==> src/design/bcld_pkg.sv <==
// shared types and constants for the button click and long-press detector
`default_nettype none

package bcld_pkg;

  // configuration register indexes
  localparam logic [2:0] CfgDebounce  = 3'd0;
  localparam logic [2:0] CfgClickGap  = 3'd1;
  localparam logic [2:0] CfgLongPress = 3'd2;
  localparam logic [2:0] CfgMaxClicks = 3'd3;
  localparam logic [2:0] CfgActiveHi  = 3'd4;

  // reset values of the configuration registers
  localparam logic [15:0] DebounceRst  = 16'd50;
  localparam logic [15:0] ClickGapRst  = 16'd400;
  localparam logic [15:0] LongPressRst = 16'd800;
  localparam logic [6:0]  MaxClicksRst = 7'd1;
  localparam logic        ActiveHiRst  = 1'b0;

  // click counter ceiling
  localparam logic [6:0] ClickSat = 7'd127;

  typedef struct packed {
    logic [15:0] debounce_ms;
    logic [15:0] click_gap_ms;
    logic [15:0] long_press_ms;
    logic [6:0]  max_clicks;
    logic        active_high;
  } cfg_t;

  typedef struct packed {
    logic       sequence_done;
    logic [6:0] sequence_clicks;
    logic       long_start;
    logic       long_during;
    logic       long_stop;
    logic       raw_pressed;
    logic       debounced_pressed;
    logic [6:0] clicks_so_far;
  } res_t;

endpackage

`default_nettype wire

==> src/design/button_click_longpress_detector.sv <==
// top level of the button click and long-press detector
`default_nettype none

// Takes one sample beat (pin level and millisecond time) per clock while the
// input is not stalled, and returns exactly one result beat for each, in
// order. A sample sits in an input register, the single state machine step is
// computed from it combinationally, and the result lands in the result
// register when that slot is free. Throughput is one sample per clock while the
// output is not stalled; a stall on the output holds the input register and
// stalls the input side only once both registers are full. Configuration
// registers are written through the cfg port, which is always ready.

module button_click_longpress_detector (
  input  wire logic        clk_i,
  input  wire logic        rst_ni,
  // sample channel
  input  wire logic        in_valid_i,
  output logic             in_stall_o,
  input  wire logic        pin_level_i,
  input  wire logic [31:0] now_ms_i,
  // result channel
  output logic             out_valid_o,
  input  wire logic        out_stall_i,
  output logic             sequence_done_o,
  output logic [6:0]       sequence_clicks_o,
  output logic             long_start_o,
  output logic             long_during_o,
  output logic             long_stop_o,
  output logic             raw_pressed_o,
  output logic             debounced_pressed_o,
  output logic [6:0]       clicks_so_far_o,
  // configuration write channel
  input  wire logic        cfg_valid_i,
  output logic             cfg_ready_o,
  input  wire logic [2:0]  cfg_index_i,
  input  wire logic [15:0] cfg_data_i
);

  bcld_pkg::cfg_t cfg;
  bcld_pkg::res_t res;

  logic        s1_valid_q, s1_valid_d;
  logic        s1_pin_q;
  logic [31:0] s1_now_q;
  logic        out_valid_q, out_valid_d;
  logic        adv;

  assign cfg_ready_o = 1'b1;

  bcld_cfg_regs u_cfg (
    .clk_i      (clk_i),
    .rst_ni     (rst_ni),
    .wr_en_i    (cfg_valid_i && cfg_ready_o),
    .wr_index_i (cfg_index_i),
    .wr_data_i  (cfg_data_i),
    .cfg_o      (cfg)
  );

  // sample moves into the result register when that slot is free
  assign adv        = s1_valid_q && (!out_valid_q || !out_stall_i);
  assign in_stall_o = s1_valid_q && !adv;

  always_comb begin
    s1_valid_d = s1_valid_q;
    if (!in_stall_o) begin
      s1_valid_d = in_valid_i;
    end
    out_valid_d = out_valid_q;
    if (adv) begin
      out_valid_d = 1'b1;
    end else if (!out_stall_i) begin
      out_valid_d = 1'b0;
    end
  end

  // handshake valid bits
  always_ff @(posedge clk_i or negedge rst_ni) begin
    if (!rst_ni) begin
      s1_valid_q  <= 1'b0;
      out_valid_q <= 1'b0;
    end else begin
      s1_valid_q  <= s1_valid_d;
      out_valid_q <= out_valid_d;
    end
  end

  // input register payload
  always_ff @(posedge clk_i) begin
    if (in_valid_i && !in_stall_o) begin
      s1_pin_q <= pin_level_i;
      s1_now_q <= now_ms_i;
    end
  end

  bcld_core u_core (
    .clk_i       (clk_i),
    .rst_ni      (rst_ni),
    .adv_i       (adv),
    .pin_level_i (s1_pin_q),
    .now_ms_i    (s1_now_q),
    .cfg_i       (cfg),
    .res_o       (res)
  );

  assign out_valid_o         = out_valid_q;
  assign sequence_done_o     = res.sequence_done;
  assign sequence_clicks_o   = res.sequence_clicks;
  assign long_start_o        = res.long_start;
  assign long_during_o       = res.long_during;
  assign long_stop_o         = res.long_stop;
  assign raw_pressed_o       = res.raw_pressed;
  assign debounced_pressed_o = res.debounced_pressed;
  assign clicks_so_far_o     = res.clicks_so_far;

  // a finished sequence always carries a click and leaves the machine cleared
  assert property (@(posedge clk_i) disable iff (!rst_ni)
    out_valid_o && sequence_done_o |->
      sequence_clicks_o != 7'd0 && clicks_so_far_o == 7'd0 && !raw_pressed_o)
    else $error("sequence end without clicks or with state left over");

  // long press start sets the debounced flag in the same beat
  assert property (@(posedge clk_i) disable iff (!rst_ni)
    out_valid_o && long_start_o |-> debounced_pressed_o && !sequence_done_o)
    else $error("long press start without debounced flag");

  // the input side stalls only while the input register is held
  assert property (@(posedge clk_i) disable iff (!rst_ni)
    in_stall_o |-> s1_valid_q && out_valid_q && out_stall_i)
    else $error("input stalled with room in the pipeline");

endmodule

`default_nettype wire

==> src/design/bcld_cfg_regs.sv <==
// configuration register file of the button detector
`default_nettype none

module bcld_cfg_regs (
  input  wire logic             clk_i,
  input  wire logic             rst_ni,
  input  wire logic             wr_en_i,
  input  wire logic [2:0]       wr_index_i,
  input  wire logic [15:0]      wr_data_i,
  output bcld_pkg::cfg_t        cfg_o
);

  bcld_pkg::cfg_t cfg_q, cfg_d;

  // register write decode, unknown indexes ignored
  always_comb begin
    cfg_d = cfg_q;
    if (wr_en_i) begin
      case (wr_index_i)
        bcld_pkg::CfgDebounce:  cfg_d.debounce_ms   = wr_data_i;
        bcld_pkg::CfgClickGap:  cfg_d.click_gap_ms  = wr_data_i;
        bcld_pkg::CfgLongPress: cfg_d.long_press_ms = wr_data_i;
        bcld_pkg::CfgMaxClicks: cfg_d.max_clicks    = wr_data_i[6:0];
        bcld_pkg::CfgActiveHi:  cfg_d.active_high   = wr_data_i[0];
        default: ;
      endcase
    end
  end

  always_ff @(posedge clk_i or negedge rst_ni) begin
    if (!rst_ni) begin
      cfg_q.debounce_ms   <= bcld_pkg::DebounceRst;
      cfg_q.click_gap_ms  <= bcld_pkg::ClickGapRst;
      cfg_q.long_press_ms <= bcld_pkg::LongPressRst;
      cfg_q.max_clicks    <= bcld_pkg::MaxClicksRst;
      cfg_q.active_high   <= bcld_pkg::ActiveHiRst;
    end else begin
      cfg_q <= cfg_d;
    end
  end

  assign cfg_o = cfg_q;

endmodule

`default_nettype wire

==> src/design/bcld_core.sv <==
// button state machine: one sample step per advance, with result register
`default_nettype none

module bcld_core (
  input  wire logic             clk_i,
  input  wire logic             rst_ni,
  input  wire logic             adv_i,
  input  wire logic             pin_level_i,
  input  wire logic [31:0]      now_ms_i,
  input  wire bcld_pkg::cfg_t   cfg_i,
  output bcld_pkg::res_t        res_o
);

  typedef enum logic [2:0] {
    StIdle     = 3'd0,
    StDown     = 3'd1,
    StUp       = 3'd2,
    StCount    = 3'd3,
    StPress    = 3'd4,
    StPressEnd = 3'd5
  } state_e;

  state_e         state_q, state_d;
  state_e         prev_q, prev_d;
  logic [6:0]     count_q, count_d;
  logic [31:0]    start_q, start_d;
  logic           raw_q, raw_d;
  logic           deb_q, deb_d;
  logic           long_q, long_d;
  bcld_pkg::res_t res_q, res_d;

  logic        pressed;
  logic [31:0] wait_ms;
  logic        lt_deb;
  logic        done;

  assign pressed = (pin_level_i == cfg_i.active_high);
  assign wait_ms = now_ms_i - start_q;
  assign lt_deb  = (wait_ms < {16'd0, cfg_i.debounce_ms});

  // next state and result for one sample
  always_comb begin
    state_d = state_q;
    prev_d  = prev_q;
    count_d = count_q;
    start_d = start_q;
    raw_d   = raw_q;
    deb_d   = deb_q;
    long_d  = long_q;
    done    = 1'b0;
    res_d   = '0;

    case (state_q)
      StIdle: begin
        if (pressed) begin
          prev_d  = state_q;
          state_d = StDown;
          start_d = now_ms_i;
          count_d = '0;
          raw_d   = 1'b1;
        end
      end
      StDown: begin
        if (!pressed && lt_deb) begin
          prev_d  = state_q;
          state_d = prev_q;
        end else if (!pressed) begin
          prev_d  = state_q;
          state_d = StUp;
          start_d = now_ms_i;
        end else if (wait_ms > {16'd0, cfg_i.long_press_ms}) begin
          res_d.long_start = 1'b1;
          prev_d  = state_q;
          state_d = StPress;
          deb_d   = 1'b1;
        end
      end
      StUp: begin
        if (pressed && lt_deb) begin
          prev_d  = state_q;
          state_d = prev_q;
        end else if (!lt_deb) begin
          if (count_q != bcld_pkg::ClickSat) begin
            count_d = count_q + 7'd1;
          end
          prev_d  = state_q;
          state_d = StCount;
        end
      end
      StCount: begin
        if (pressed) begin
          prev_d  = state_q;
          state_d = StDown;
          start_d = now_ms_i;
        end else if (wait_ms > {16'd0, cfg_i.click_gap_ms}
                     || count_q == cfg_i.max_clicks) begin
          res_d.sequence_done   = 1'b1;
          res_d.sequence_clicks = count_q;
          done = 1'b1;
        end
      end
      StPress: begin
        if (!pressed) begin
          prev_d  = state_q;
          state_d = StPressEnd;
          start_d = now_ms_i;
        end else begin
          res_d.long_during = 1'b1;
          long_d = 1'b1;
        end
      end
      StPressEnd: begin
        if (pressed && lt_deb) begin
          prev_d  = state_q;
          state_d = prev_q;
        end else if (!lt_deb) begin
          res_d.long_stop = 1'b1;
          done = 1'b1;
        end
      end
      default: begin
        prev_d  = state_q;
        state_d = StIdle;
      end
    endcase

    // end of sequence or long press: back to reset values
    if (done) begin
      state_d = StIdle;
      prev_d  = StIdle;
      count_d = '0;
      start_d = '0;
      raw_d   = 1'b0;
      deb_d   = 1'b0;
      long_d  = 1'b0;
    end

    res_d.raw_pressed       = raw_d;
    res_d.debounced_pressed = deb_d;
    res_d.clicks_so_far     = count_d;
  end

  // state and result register, updated once per sample beat
  always_ff @(posedge clk_i or negedge rst_ni) begin
    if (!rst_ni) begin
      state_q <= StIdle;
      prev_q  <= StIdle;
      count_q <= '0;
      start_q <= '0;
      raw_q   <= 1'b0;
      deb_q   <= 1'b0;
      long_q  <= 1'b0;
      res_q   <= '0;
    end else if (adv_i) begin
      state_q <= state_d;
      prev_q  <= prev_d;
      count_q <= count_d;
      start_q <= start_d;
      raw_q   <= raw_d;
      deb_q   <= deb_d;
      long_q  <= long_d;
      res_q   <= res_d;
    end
  end

  assign res_o = res_q;

endmodule

`default_nettype wire
==> config.mk <==
export PLATFORM = sky130hd
export DESIGN_NAME = button_click_longpress_detector
export DESIGN_NICKNAME = d
export VERILOG_FILES = /design/src/design/bcld_pkg.sv /design/src/design/button_click_longpress_detector.sv /design/src/design/bcld_cfg_regs.sv /design/src/design/bcld_core.sv
export SDC_FILE = /design/constraint.sdc
export NUM_CORES = 1
export LEC_CHECK = 0
export BUFFER_PORTS_ARGS = -buffer_cell sky130_fd_sc_hd__buf_2
export CORE_MARGIN = 10
export CORE_UTILIZATION = 26
export CTS_CLUSTER_DIAMETER = 150
export DETAILED_ROUTE_END_ITERATION = 16
export PLACE_DENSITY = 0.44
export SLEW_MARGIN = 40
export SYNTH_ARGS = -nofsm -noshare
export SYNTH_HDL_FRONTEND = slang
export SYNTH_SLANG_ARGS = --single-unit
==> constraint.sdc <==
create_clock -name clk_i -period 11.76 [get_ports clk_i]
set_input_delay 2.352 -clock clk_i [delete_from_list [all_inputs] [get_ports clk_i]]
set_output_delay 2.352 -clock clk_i [all_outputs]
set_load 0.01 [all_outputs]
; ---- After elaboration in Yosys (flattened, before gate mapping)
; Cells that the tools add are included.
[word_totals]
word_cells = 136
inputBits = 57
reg_bits = 149
out_inout_bits = 23
[classes]
n_reduce_logical = 31
n_lt_le_gt_ge = 3
muxes = 56
addsub = 2
n_eq_ne = 24
[ops]
columns = op, count
row1 = $mux 32, 4
row2 = $pmux 32 s3, 1
row3 = $gt 32x16->1, 2
row4 = $mux 3, 18
row5 = $mux 7, 5
row6 = $lt 32x16->1, 1
row7 = $sub 32x32->32, 1
row8 = $pmux 3 s5, 2
row9 = $mux 8, 3
row10 = $mux 1, 21
row11 = $pmux 7 s2, 1
row12 = $eq 3x2->1 const B, 4
row13 = $ne 3x1->1 const B, 4
row14 = $reduce_and 6->1, 2
row15 = $reduce_and 2->1, 5
row16 = $eq 3x3->1 const B, 3
row17 = $reduce_bool 2->1, 4
row18 = $add 7x1->7 const B, 1
row19 = $eq 7x7->1, 1
row20 = $ne 7x7->1 const B, 1
row21 = $eq 3x1->1 const B, 2
row22 = $logic_not 3->1, 2
row23 = $ne 3x2->1 const B, 2
row24 = $ne 3x3->1 const B, 2
row25 = 14 further kinds, 24

; ---- Logic depth before layout (Yosys ltp)
; Gate-level depths: netlist (run 1).
[logic_depth]
ltp_word = 8
mapped_depth = 22
mapped_depth_nobuf = 21

; ---- By module
; From an unflattened synthesis (run 1), not the netlist that was laid out.
[unflattened]
hier_cells = 961
area_unflattened_um2 = 9710.6
[modules_own_cells]
columns = mod, area_each_um2, cells_per_inst, n_inst, seq_area_each_um2
row1 = bcld_core, 6447.4, 796, 1, 1451.4
row2 = bcld_cfg_regs, 2168.3, 122, 1, 1413.9
row3 = button_click_longpress_detector, 1094.8, 43, 1, 1041.0

; ---- Least setup slack after synthesis (run 1)
; OpenSTA, ideal clock, no wires.
[synth_timing]
kind = input port to output port
startpoint = input port out_stall_i
endpoint = output port in_stall_o
arrival_time_ns = 2.538
path_slack_ns = 6.870
stages = 2
required_time_ns = 9.408
path_buffers = 0
path_cell_list = nand3_1 -> inv_1
[synth_between]
elab_chain_len = 5
[synth_rtl]
columns = item, line_no
row1 = from (decl), button_click_longpress_detector.sv:23  ; input wire logic out_stall_i,
row2 = $logic_not 1->1, n/a
row3 = $logic_or 1x1->1, button_click_longpress_detector.sv:60  ; assign adv = s1_valid_q && (!out_valid_q || !out_stall_i);
row4 = $logic_and 1x1->1, button_click_longpress_detector.sv:60
row5 = $logic_not 1->1, button_click_longpress_detector.sv:61  ; assign in_stall_o = s1_valid_q && !adv;
row6 = $logic_and 1x1->1, button_click_longpress_detector.sv:61
row7 = to (decl), button_click_longpress_detector.sv:18  ; output logic in_stall_o,
; Every way passes these cells.

; ---- Worst setup path after layout (run 1)
[layout_timing]
startpoint = register s1_now_q[8]
endpoint = register u_core.start_q[8]
[layout_between]
elab_chain_len = 8
elab_cells_between_ends = 20
classes_between = add/sub (1) / order compare (2) / eq/ne (2) / mux (10) / reduce/logical (5)
[layout_rtl]
columns = item, line_no
row1 = from (decl), button_click_longpress_detector.sv:44  ; logic [31:0] s1_now_q;
row2 = from (signal assigned), button_click_longpress_detector.sv:91  ; s1_now_q <= now_ms_i;
row3 = $sub 32x32->32, bcld_core.sv:38  ; assign wait_ms = now_ms_i - start_q;
row4 = $gt 32x16->1, bcld_core.sv:95  ; end else if (wait_ms > {16'd0, cfg_i.click_gap_ms}
row5 = $logic_or 1x1->1, bcld_core.sv:96  ; || count_q == cfg_i.max_clicks) begin
row6 = $mux 1, bcld_core.sv:95
row7 = $mux 1, bcld_core.sv:91  ; if (pressed) begin
row8 = $pmux 1 s2, bcld_core.sv:53  ; case (state_q)
row9 = $ne 3x2->1 (no source line) (tied with other cells), n/a
row10 = $reduce_and 4->1 (no source line), n/a
row11 = to (signal assigned), bcld_core.sv:158  ; start_q <= start_d;
row12 = to (decl), bcld_core.sv:26  ; logic [31:0] start_q, start_d;
; Parallel ways exist; a longest one is shown, timed or not. The select of a mux whose other input is x is not followed.
; A chain may end at the register's enable or synchronous reset.

==> results of run 1 <==
## stage by stage
| stage | cells | area, µm² | worst slack [ps] | util | hold slack (ps) |
|---|---|---|---|---|---|
| 6_report | 1612 | 11040 | 6027 | 0.3029 | 474.0 |
| 3_5_place_dp | 1579 | 10370 | 6065 | 0.2846 | 466.0 |
| 3_3_place_gp | 1579 | 10360 | 6134 | 0.2843 | 459.7 |
| 2_1_floorplan | 1069 | 9559 | 6870 | - | 447.5 |
| 5_1_grt | 1612 | 11040 | 5442 | 0.3029 | 496.0 |
| 4_1_cts | 1611 | 11020 | 6016 | 0.3024 | 480.1 |
## final cells by class
| cell class | instances | area, µm² | area share |
|---|---|---|---|
| flip-flops and latches | 149 | 3906 | 0.3539 |
| repair buffers | 85 | 461.7 | 0.04183 |
| clock inverters | 9 | 135.1 | 0.01224 |
| multi-input cells | 755 | 4975 | 0.4507 |
| well taps | 468 | 585.6 | 0.05306 |
| inverters | 123 | 461.7 | 0.04183 |
| clock buffers | 23 | 511.7 | 0.04637 |
## per-layer routing
| metal | routed length (µm) | part of all wire | GRT usage |
|---|---|---|---|
| met5 | 0 | 0 | 0 |
| met4 | 363 | 0.014 | 0.03248 |
| met3 | 1048 | 0.039 | 0.02351 |
| met2 | 11900 | 0.44 | 0.1882 |
| met1 | 13460 | 0.50 | 0.1719 |
## worst max-delay path: cells and delay by family, from the launching register on
family | cells | cell delay (ps)
compound gates | 10 | 2470
xor+xnor | 1 | 330
fa+ha+maj | 2 | 750
simple gates | 5 | 1080
buf+inv | 1 | 520
flops | 1 | 430
## power groups by stage
stage               Combinational, W  Clock [W]  Sequential (W)
detailed placement           0.00152          0        0.000736
global route                 0.00173   0.000651        0.000742
CTS                          0.00153   0.000633        0.000727
finish                       0.00152   0.000615        0.000725
global placement             0.00151          0        0.000735
floorplan                    0.00113          0        0.000713
## registers in the layout, indices dropped and copies added (netlist names)
name,flops
s1_valid_q,1
s1_pin_q,1
s1_now_q,32
u_core.start_q,32
out_valid_o,1
u_core.state_q,3
u_core.prev_q,3
u_cfg.cfg_o,56
u_core.res_o,20
## final timing paths
kind	startpoint	end	slack, ps	cells after the start
hold / removal	u_core.start_q[22]	u_core.start_q[22]	470	2
setup reg to reg	s1_now_q[8]	u_core.start_q[8]	6030	19
max in group asynchronous	rst_ni	u_core.start_q[25]	8840	3
setup / recovery	s1_now_q[8]	u_core.start_q[8]	6030	19
hold reg to reg	u_core.start_q[22]	u_core.start_q[22]	470	2
min in group asynchronous	rst_ni	u_cfg.cfg_o[12]	1770	1
## Yosys cell counts, drive strengths merged, types with 3 or more instances
master,instances
o21ai,95
a21o,19
nand2,147
a22o,7
nor2,49
nand4,22
edfxtp,33
inv,122
xnor2,14
nor4,8
ha,79
nand2b,10
o21a,11
nor2b,6
dfstp,10
and3,9
buf,21
o31ai,36
o211ai,14
a31oi,5
mux2,14
a311oi,4
a211oi,5
or4,3
a21oi,65
clkbuf,21
o22ai,6
o2111ai,4
dfrtp,106
o21bai,4
nand3,21
a211o,6
nor3,18
or3,6
xor2,15
or2,3
and2,8
and4,4
a2111oi,4
## cells by family (layout without fill, tap and decap cells)
kind of cell,Yosys count,after routing
xor+xnor,29,29
simple gates,325,325
buf+inv,165,240
flops,149,149
fa+ha+maj,80,80
other cells,1,1
compound gates,306,306
mux,14,14
==> key figures, run 1 <==
Global route
  • Total GRT Usage: 0.1227
  • Vias in the first global route: 7,651
  • Antenna violations before repair: 0
  • First-pass GRT wire length: 43.63 mm
  • Largest net degree at the start of global routing: 65
  • Grt ovf: 0

Layout
  • Most frequent cells in the layout: nand2_1 (147), inv_1 (122), dfrtp_1 (106), o21ai_0 (88), ha_1 (79)
  • Fraction of layout cells with a size suffix above 1: 0.1337
  • Nets: 1,268
  • Fillers: 3,908
  • Antenna cells: 0
  • Most common cell after layout, fill and taps aside: nand2_1
  • P&R area growth vs syn: 15.46%

Clock network
  • Clock Path Buffers: 2
  • CTS H-tree depth: 4
  • # clock sinks: 149
  • PostCTS Resize Cnt: 0
  • Clock latency on the worst-skew pair: 450 ps
  • Num CTS Buffers: 17
  • Root Buffer: clkbuf_16
  • CTS tree: done
  • Clk slew on worst S/H paths: 60 ps
  • # hold bufs at CTS: 0
  • Post-CTS setup buffer count: 0

Worst setup path
  • CP required: 12,100 ps
  • CP endpoint kind: flop
  • Startpoint class of the critical path: flop
  • Crit path arrival time: 6080 ps
  • Critical path, cell by cell: ha_1, a21oi_1, o21ai_0, o21ai_0, nand2_1, xor2_1, ha_1, nand4_1, a21oi_1, a211oi_1, o211ai_1, a31oi_1, nand2_1, nor4_1, o2bb2ai_4, o211ai_4, buf_4, nand2_1, o31ai_1
  • Worst-path fanout max: 64
  • Worst path slowest cell: nor4_1
  • WS Path Type: reg2reg
  • Crit-path max cell delay: 570 ps
  • Crit path top cell by count: nand2_1

Timing
  • Slew HR: 0.4895
  • Final setup fails: 0
  • Final count of hold timing violations: 0
  • Max Slew Vio Count: 0
  • Crit path time final: 5733 ps
  • Setup_tns: 0 ps
  • F_max: 0.1744 GHz
  • Final period utilization: 0.4875
  • Final Skew: 15.64 ps
  • Tightest Pin Transition: 760.3 ps
  • RSZ-0062 raised after global routing: no

Synthesis
  • Asr flop ratio synth: 0.7785
  • YS warnings: 0
  • Post-Synth Simple-Gate Area: 0.1615
  • Compound-Gate Fraction of Synth Area: 0.2086
  • Post-synth EDFFs: 33
  • Top post-synthesis cells by area: dfrtp_1 (28%), edfxtp_1 (10%), ha_1 (10%)
  • Mux cell area share after synthesis: 0.01649
  • Synthesized flop and latch total: 149
  • Post-Synth Adder-Cell Area: 0.1055
  • Top cell type's share of synthesized area: 0.2775
  • Syn Area/Cell: 8.942 µm²
  • Ys flop type: dfrtp_1
  • Post-synthesis cell count: 1,069
  • XOR/XNOR Fraction of Synth Area: 0.02657
  • Largest family of logic cells by synthesized area: compound AO/OA/AOI/OAI gates
  • Cell Area, Synth: 0.009559 mm²
  • Post-synth top area cell: dfrtp_1
  • Syn_nets: 1,206
  • Sequential share of the synthesized area: 0.4086
  • Post-synth cell types: 76

Power
  • Power Internal: 0.001604 W
  • Switch Pwr: 0.001257 W
  • Comb pwr share: 0.532
  • Power density cells: 259.2 mW/mm²
  • Seq pwr share: 0.253
  • Sw Share: 0.4393
  • Leak: 4.909 nW
  • Tot Pwr: 0.002861 W
  • Peak VDD IR: 0.1123 mV
  • Clock share of power: 0.215

Drt
  • Vias per std cell: 4.812
  • DRT Pass-1 Iters: 11
  • Average wire per cell in the routed design: 16.61 µm
  • Final ANT Viol Nets: 0
  • DR iter-0 viols: 507
  • Final wirelength: 26.77 mm
  • DR vias: 7,757
  • DRC Markers: 0

Run status
  • Status: complete, no violations

Floorplanning
  • Die X: 211.7 µm
  • Die Ht: 211.7 µm
  • Core Region: 0.03643 mm²
  • Die area: 0.04484 mm²
  • Num rows: 70
  • Io pins: 80
  • Initial Util: 0.2624

Run
  • Max_cap viols: 0

Place
  • GPL Wtd Cong: 0.8324
  • Hpwl dp: 20.28 mm
  • I/O Buffers: 78

Min path
  • Min-delay worst type: reg2reg
Note: power is estimated with default switching activity, not from simulation.
==> inputs of run 2 (changes only) <==
--- a/config.mk
+++ b/config.mk
@@ -10,7 +10,7 @@
 export CORE_UTILIZATION = 26
 export CTS_CLUSTER_DIAMETER = 150
 export DETAILED_ROUTE_END_ITERATION = 16
-export PLACE_DENSITY = 0.44
+export PLACE_DENSITY = 0.46
 export SLEW_MARGIN = 40
 export SYNTH_ARGS = -nofsm -noshare
 export SYNTH_HDL_FRONTEND = slang
==> constraint.sdc (replaced) <==
create_clock -name clk_i -period 5 [get_ports clk_i]
set_input_delay 1 -clock clk_i [delete_from_list [all_inputs] [get_ports clk_i]]
set_output_delay 1 -clock clk_i [all_outputs]
set_load 0.01 [all_outputs]
==> run 2 against run 1 <==
Count of clock-buffer cells in the layout shrank 3. Power grew 140%. Flip-flop and latch count is the same. Clock skew grew 2.0 ps. Worst hold slack is essentially flat. Combinational power grew to 2.5 times the previous value. Critical path depth grew 1. Critical endpoint is now u_core.res_o[0]. Largest cell class unchanged. Highest routed layer unchanged.
==> key figures, run 2 (synthesis results as in run 1) <==
Global route
  • Vias in the first global route: 7,971
  • Antenna violations before repair: 0
  • First-pass GRT wire length: 43.88 mm
  • Largest net degree at the start of global routing: 51
  • Total GRT Usage: 0.1230
  • Grt ovf: 0

Timing
  • Final period utilization: 0.9263
  • Final Skew: 17.66 ps
  • Final count of hold timing violations: 0
  • Crit path time final: 4631 ps
  • Tightest Pin Transition: 757.0 ps
  • Slew HR: 0.4823
  • F_max: 0.2159 GHz
  • Final setup margin: 368.5 ps
  • Max Slew Vio Count: 0
  • Final setup fails: 0

Worst setup path
  • Startpoint class of the critical path: flop
  • Critical path, cell by cell: ha_1, o21a_1, o211ai_1, a21o_1, and3_1, o21ai_0, xor2_1, buf_4, ha_1, a2111oi_0, a21oi_1, a21oi_1, nand2_1, or4_1, o2bb2ai_4, buf_4, o21ai_1, buf_4, nor3_1, a21o_1
  • CP required: 5320 ps
  • Crit-path max cell delay: 580 ps
  • Worst-path fanout max: 7
  • CP endpoint kind: flop
  • WS Path Type: reg2reg
  • Worst path slowest cell: or4_1
  • Crit path top cell by count: buf_4
  • Crit path arrival time: 4950 ps
  • Reg2Reg Depth: 20

Clock network
  • Clk slew on worst S/H paths: 70 ps
  • Num CTS Buffers: 17
  • Clock Path Buffers: 2
  • # clock sinks: 149
  • # hold bufs at CTS: 0
  • CTS tree: done
  • CTS H-tree depth: 4
  • Clock latency on the worst-skew pair: 450 ps
  • Root Buffer: clkbuf_16

Floorplanning
  • Initial Util: 0.2624
  • Core Region: 0.03643 mm²
  • Die Ht: 211.7 µm
  • Die X: 211.7 µm
  • Num rows: 70
  • Io pins: 80
  • Die area: 0.04484 mm²

Power
  • Peak VDD IR: 0.2406 mV
  • Tot Pwr: 0.006754 W
  • Power density cells: 604.4 mW/mm²
  • Leak: 4.988 nW

Drt
  • Final wirelength: 27.36 mm
  • DRC Markers: 0
  • Vias per std cell: 4.863
  • DR vias: 7,927
  • Average wire per cell in the routed design: 16.78 µm
  • DR iter-0 viols: 491
  • Final ANT Viol Nets: 0
  • DRT Pass-1 Iters: 5

Place
  • GPL Wtd Cong: 0.8474
  • Hpwl dp: 20.60 mm
  • DP Area: 0.01050 mm²
  • Dpl ws: 98.98 ps
  • Placed cell count: 1,593
  • I/O Buffers: 78

Layout
  • Largest register FFs: 56
  • Most common cell after layout, fill and taps aside: nand2_1
  • Most frequent cells in the layout: nand2_1 (147), inv_1 (122), dfrtp_1 (106), o21ai_0 (87), ha_1 (79)
  • P&R area growth vs syn: 16.90%
  • Antenna cells: 0
  • Fillers: 3,899
  • Fraction of layout cells with a size suffix above 1: 0.1540
  • Final Cell Area: 0.01117 mm²
  • Nets: 1,286
  • Core Util, Final: 0.3067
  • Finished Layout Cells: 1,630

Run
  • Max_cap viols: 0

Min path
  • Min-delay worst type: reg2reg
  • Hold Path Depth: 2

Run status
  • Status: complete, no violations
-- run 2: worst paths after layout --
path	start	to	slack, ps
max in group asynchronous	rst_ni	u_core.start_q[25]	3470
min in group asynchronous	rst_ni	u_cfg.cfg_o[48]	540
min	u_core.start_q[18]	u_core.start_q[18]	470
max	s1_now_q[6]	u_core.res_o[0]	370
min reg2reg	u_core.start_q[18]	u_core.start_q[18]	470
max reg2reg	s1_now_q[6]	u_core.res_o[0]	370
-- run 2: stage by stage --
step	hold WS [ps]	setup TNS [ps]
2_1_floorplan	447.5	0
3_3_place_gp	459.5	0
3_5_place_dp	464.6	0
4_1_cts	479.3	0
5_1_grt	503.1	-5.467
6_report	474.2	0
-- run 2: report_power, final --
part / leakage, nW / internal, W / switching (W) / total (W)
registers: 1.75 / 0.00154 / 0.000167 / 0.00171
logic: 2.97 / 0.00153 / 0.00228 / 0.00381
clock network: 0.265 / 0.000685 / 0.000556 / 0.00124
-- run 2: metal layers --
layer	vias to the layer above	global-route usage	routed length (µm)
li1	3957	-	-
met5	-	0	0
met1	3787	0.1658	13400
met4	0	0.02901	281
met3	23	0.02854	1195
met2	160	0.1946	12480
-- run 2: worst max-delay path: cells and delay by family (launching register included) --
kind                     cells  cell delay (ps)
adder cells (fa/ha/maj)      2              660
XOR/XNOR                     1              270
flip-flops                   1              410
AND/OR/NAND/NOR              4              840
AO/OA/AOI/OAI               10             1810
buffers and inverters        3              500
-- run 2: final cells by class --
| type | instances | area, µm² | area share |
|---|---|---|---|
| multi-input cells | 755 | 5034 | 0.4505 |
| clock inverters | 12 | 107.6 | 0.009629 |
| repair buffers | 103 | 643.1 | 0.05755 |
| well taps | 468 | 585.6 | 0.05240 |
| inverters | 123 | 461.7 | 0.04132 |
| flip-flops and latches | 149 | 3906 | 0.3496 |
| clock buffers | 20 | 436.7 | 0.03908 |
-- run 2: what timing repair did --
action                     CTS  global route
setup endpoints to repair    0            48
resized for setup            0             9
buffers inserted             0             3
hold endpoints to repair     0             0
==> inputs of run 3 (changes only) <==
--- a/config.mk
+++ b/config.mk
@@ -14,4 +14,5 @@
 export SLEW_MARGIN = 40
 export SYNTH_ARGS = -nofsm -noshare
 export SYNTH_HDL_FRONTEND = slang
+export SYNTH_HIERARCHICAL = 1
 export SYNTH_SLANG_ARGS = --single-unit
==> run 3 against run 2 <==
Largest power group unchanged. Combinational power decreased by 3%. Critical path depth fell by 5. Worst hold slack improved by 20 ps. Sequential share of layout area grew 0.13 points. First-iteration DRC count down 0.41%. Power down 0.60%. Cell count fell by 7.1%. Largest cell class unchanged. Final area shrank 0.38%. Synthesized cell count decreased by 10%. Die area rose by 1.4%. Clock skew is 6.4 ps lower. Fmax fell by 1.0%.
==> key figures, run 3 <==
Timing
  • Max Slew Vio Count: 0
  • Crit path time final: 4680 ps
  • Final Skew: 11.30 ps
  • F_max: 0.2137 GHz
  • Final setup fails: 0
  • RSZ-0062 raised after global routing: no
  • Setup_tns: 0 ps
  • Tightest Pin Transition: 792.0 ps
  • Final period utilization: 0.9360
  • Slew HR: 0.4702
  • Final count of hold timing violations: 0

Global route
  • Total GRT Usage: 0.1192
  • Largest net degree at the start of global routing: 67
  • Grt ovf: 0
  • First-pass GRT wire length: 42.14 mm
  • Vias in the first global route: 7,525
  • Antenna violations before repair: 1

Floorplanning
  • Die X: 213.3 µm
  • Die Ht: 213.3 µm
  • Io pins: 80
  • Initial Util: 0.2646
  • Core Region: 0.03670 mm²
  • Num rows: 70
  • Die area: 0.04548 mm²

Synthesis
  • Top cells by count, synth: dfrtp_1 (106), inv_1 (101), ha_1 (79)
  • Synthesized flop and latch total: 149
  • Top post-synthesis cells by area: dfrtp_1 (27%), edfxtp_1 (10%), ha_1 (10%)
  • Sequential share of the synthesized area: 0.4023
  • Cell Area, Synth: 0.009711 mm²
  • Asr flop ratio synth: 0.7785
  • Syn Area/Cell: 10.10 µm²
  • Post-synth EDFFs: 33
  • Post-synth cell types: 93
  • Ys flop type: dfrtp_1
  • Post-synthesis cell count: 961
  • Syn_nets: 1,098
  • Top-count cell post-synth: dfrtp_1
  • Post-synth top area cell: dfrtp_1
  • Top cell type's share of synthesized area: 0.2732
  • YS warnings: 6

Layout
  • Fillers: 3,813
  • P&R area growth vs syn: 14.64%
  • Most common cell after layout, fill and taps aside: dfrtp_1
  • Nets: 1,169
  • Fraction of layout cells with a size suffix above 1: 0.2230
  • Register Area: 0.003906 mm²
  • Multi-input logic area: 0.005176 mm²
  • Most frequent cells in the layout: dfrtp_1 (106), inv_1 (101), ha_1 (78), buf_2 (77), nand2_1 (66)
  • Core Util, Final: 0.3033
  • Largest register FFs: 56

Clock network
  • Clock Path Buffers: 2
  • Root Buffer: clkbuf_16
  • CTS H-tree depth: 4
  • # hold bufs at CTS: 0
  • CTS tree: done
  • Clk slew on worst S/H paths: 60 ps
  • Clock latency on the worst-skew pair: 440 ps
  • Num CTS Buffers: 17
  • # clock sinks: 149

Drt
  • Average wire per cell in the routed design: 17.47 µm
  • DR iter-0 viols: 489
  • DRC Markers: 0
  • Final wirelength: 26.45 mm
  • DRT Pass-1 Iters: 5
  • Final ANT Viol Nets: 0
  • DR vias: 7,384
  • Vias per std cell: 4.877

Worst setup path
  • R2r setup slk: 320 ps
  • RR Startpoint: s1_now_q[4]
  • Crit path arrival time: 5000 ps
  • Worst Setup EP: u_core/res_o[1]
  • Crit-path max cell delay: 440 ps
  • Worst path slowest cell: o41ai_4
  • CP required: 5320 ps
  • Startpoint class of the critical path: flop
  • CP endpoint kind: flop
  • Worst R2R End: u_core/res_o[1]
  • Critical path, cell by cell: ha_1, a21o_1, o41ai_4, o21a_1, xnor2_1, ha_1, a21o_1, a21o_1, a21oi_1, o211ai_1, a41o_1, nor4b_4, o21a_2, a31o_2, mux2_2
  • Worst-path fanout max: 7
  • Setup crit start: s1_now_q[4]
  • CP Buf/Inv Count: 0
  • CP delay by family, top: compound AO/OA/AOI/OAI gates
  • Reg2Reg Depth: 15
  • WS Path Type: reg2reg
  • Critical Path Stages: 15
  • Crit path top cell by count: a21o_1

Min path
  • Min-delay worst type: reg2reg

Place
  • I/O Buffers: 78
  • GPL Wtd Cong: 0.8304
  • Hpwl dp: 20.03 mm

Power
  • Peak VDD IR: 0.2304 mV
  • Power density cells: 603.1 mW/mm²
  • Leak: 4.872 nW
  • Tot Pwr: 0.006713 W

Run
  • Max_cap viols: 0

Run status
  • Status: complete, no violations
run 3: cell count changes after synthesis, moves of 6 or more:
| cell | delta |
|---|---|
| mux2_2 | +46 |
| inv_1 | -21 |
| nand2_1 | -81 |
| a22o_1 | +25 |
| o21ai_0 | -48 |
| o31ai_1 | -33 |
| o22a_1 | +6 |
| and3_1 | -6 |
run 3: report_power, final:
part | internal, W | total [W] | switching [W]
Sequential | 0.00154 | 0.00174 | 0.000193
Clock | 0.000733 | 0.00127 | 0.000541
Combinational | 0.00152 | 0.00370 | 0.00218
run 3: worst min-delay path by stage:
stage	startpoint	end	slack, ps	cells past startpoint
final	s1_valid_q	out_valid_o	490	1
after global routing	u_core/start_q[21]	u_core/start_q[21]	510	1
after CTS	s1_valid_q	out_valid_o	500	1
after detailed placement	s1_valid_q	out_valid_o	480	1
after global placement	s1_valid_q	out_valid_o	470	1
after floorplan	u_core/res_o[8]	u_core/res_o[8]	460	2
run 3: logic make-up after synthesis:
logic type | count (synthesis) | synth area share
compound gates | 270 | 0.1975
mux | 65 | 0.07473
buf+inv | 143 | 0.07100
fa+ha+maj | 80 | 0.1039
xor+xnor | 27 | 0.02435
simple gates | 226 | 0.1259
other cells | 1 | 0.0003862
flops | 149 | 0.4023
run 3: per-layer routing:
metal	part of all wire	vias up	GRT usage
li1	-	3669	-
met1	0.48	3577	0.1557
met2	0.46	114	0.1915
met3	0.035	24	0.02419
met4	0.015	0	0.04180
met5	0	-	0
run 3: layout make-up:
type / instances / area share
flip-flops and latches: 149 / 0.3509
clock inverters: 12 / 0.01158
inverters: 101 / 0.03406
well taps: 468 / 0.05260
diodes: 1 / 0.0002248
multi-input cells: 669 / 0.4650
clock buffers: 20 / 0.03923
repair buffers: 94 / 0.04642
run 3: what timing repair did:
item                                    4_1_cts  5_1_grt
buffers inserted                              0        6
endpoints found under the hold margin         0        0
pin swaps                                     1        5
endpoints found under the setup margin        4       39
gates resized for setup                       1       11
gates cloned                                  0        0
run 3: per-stage QoR:
stage	hold slack (ps)	instance area [µm²]	instances	setup WS, ps
floorplan	463.7	9711	961	793.0
global placement	474.9	10460	1475	19.22
detailed placement	483.4	10460	1475	-11.61
CTS	498.7	11030	1507	29.90
global route	511.9	11130	1513	23.60
finish	494.3	11130	1514	319.8
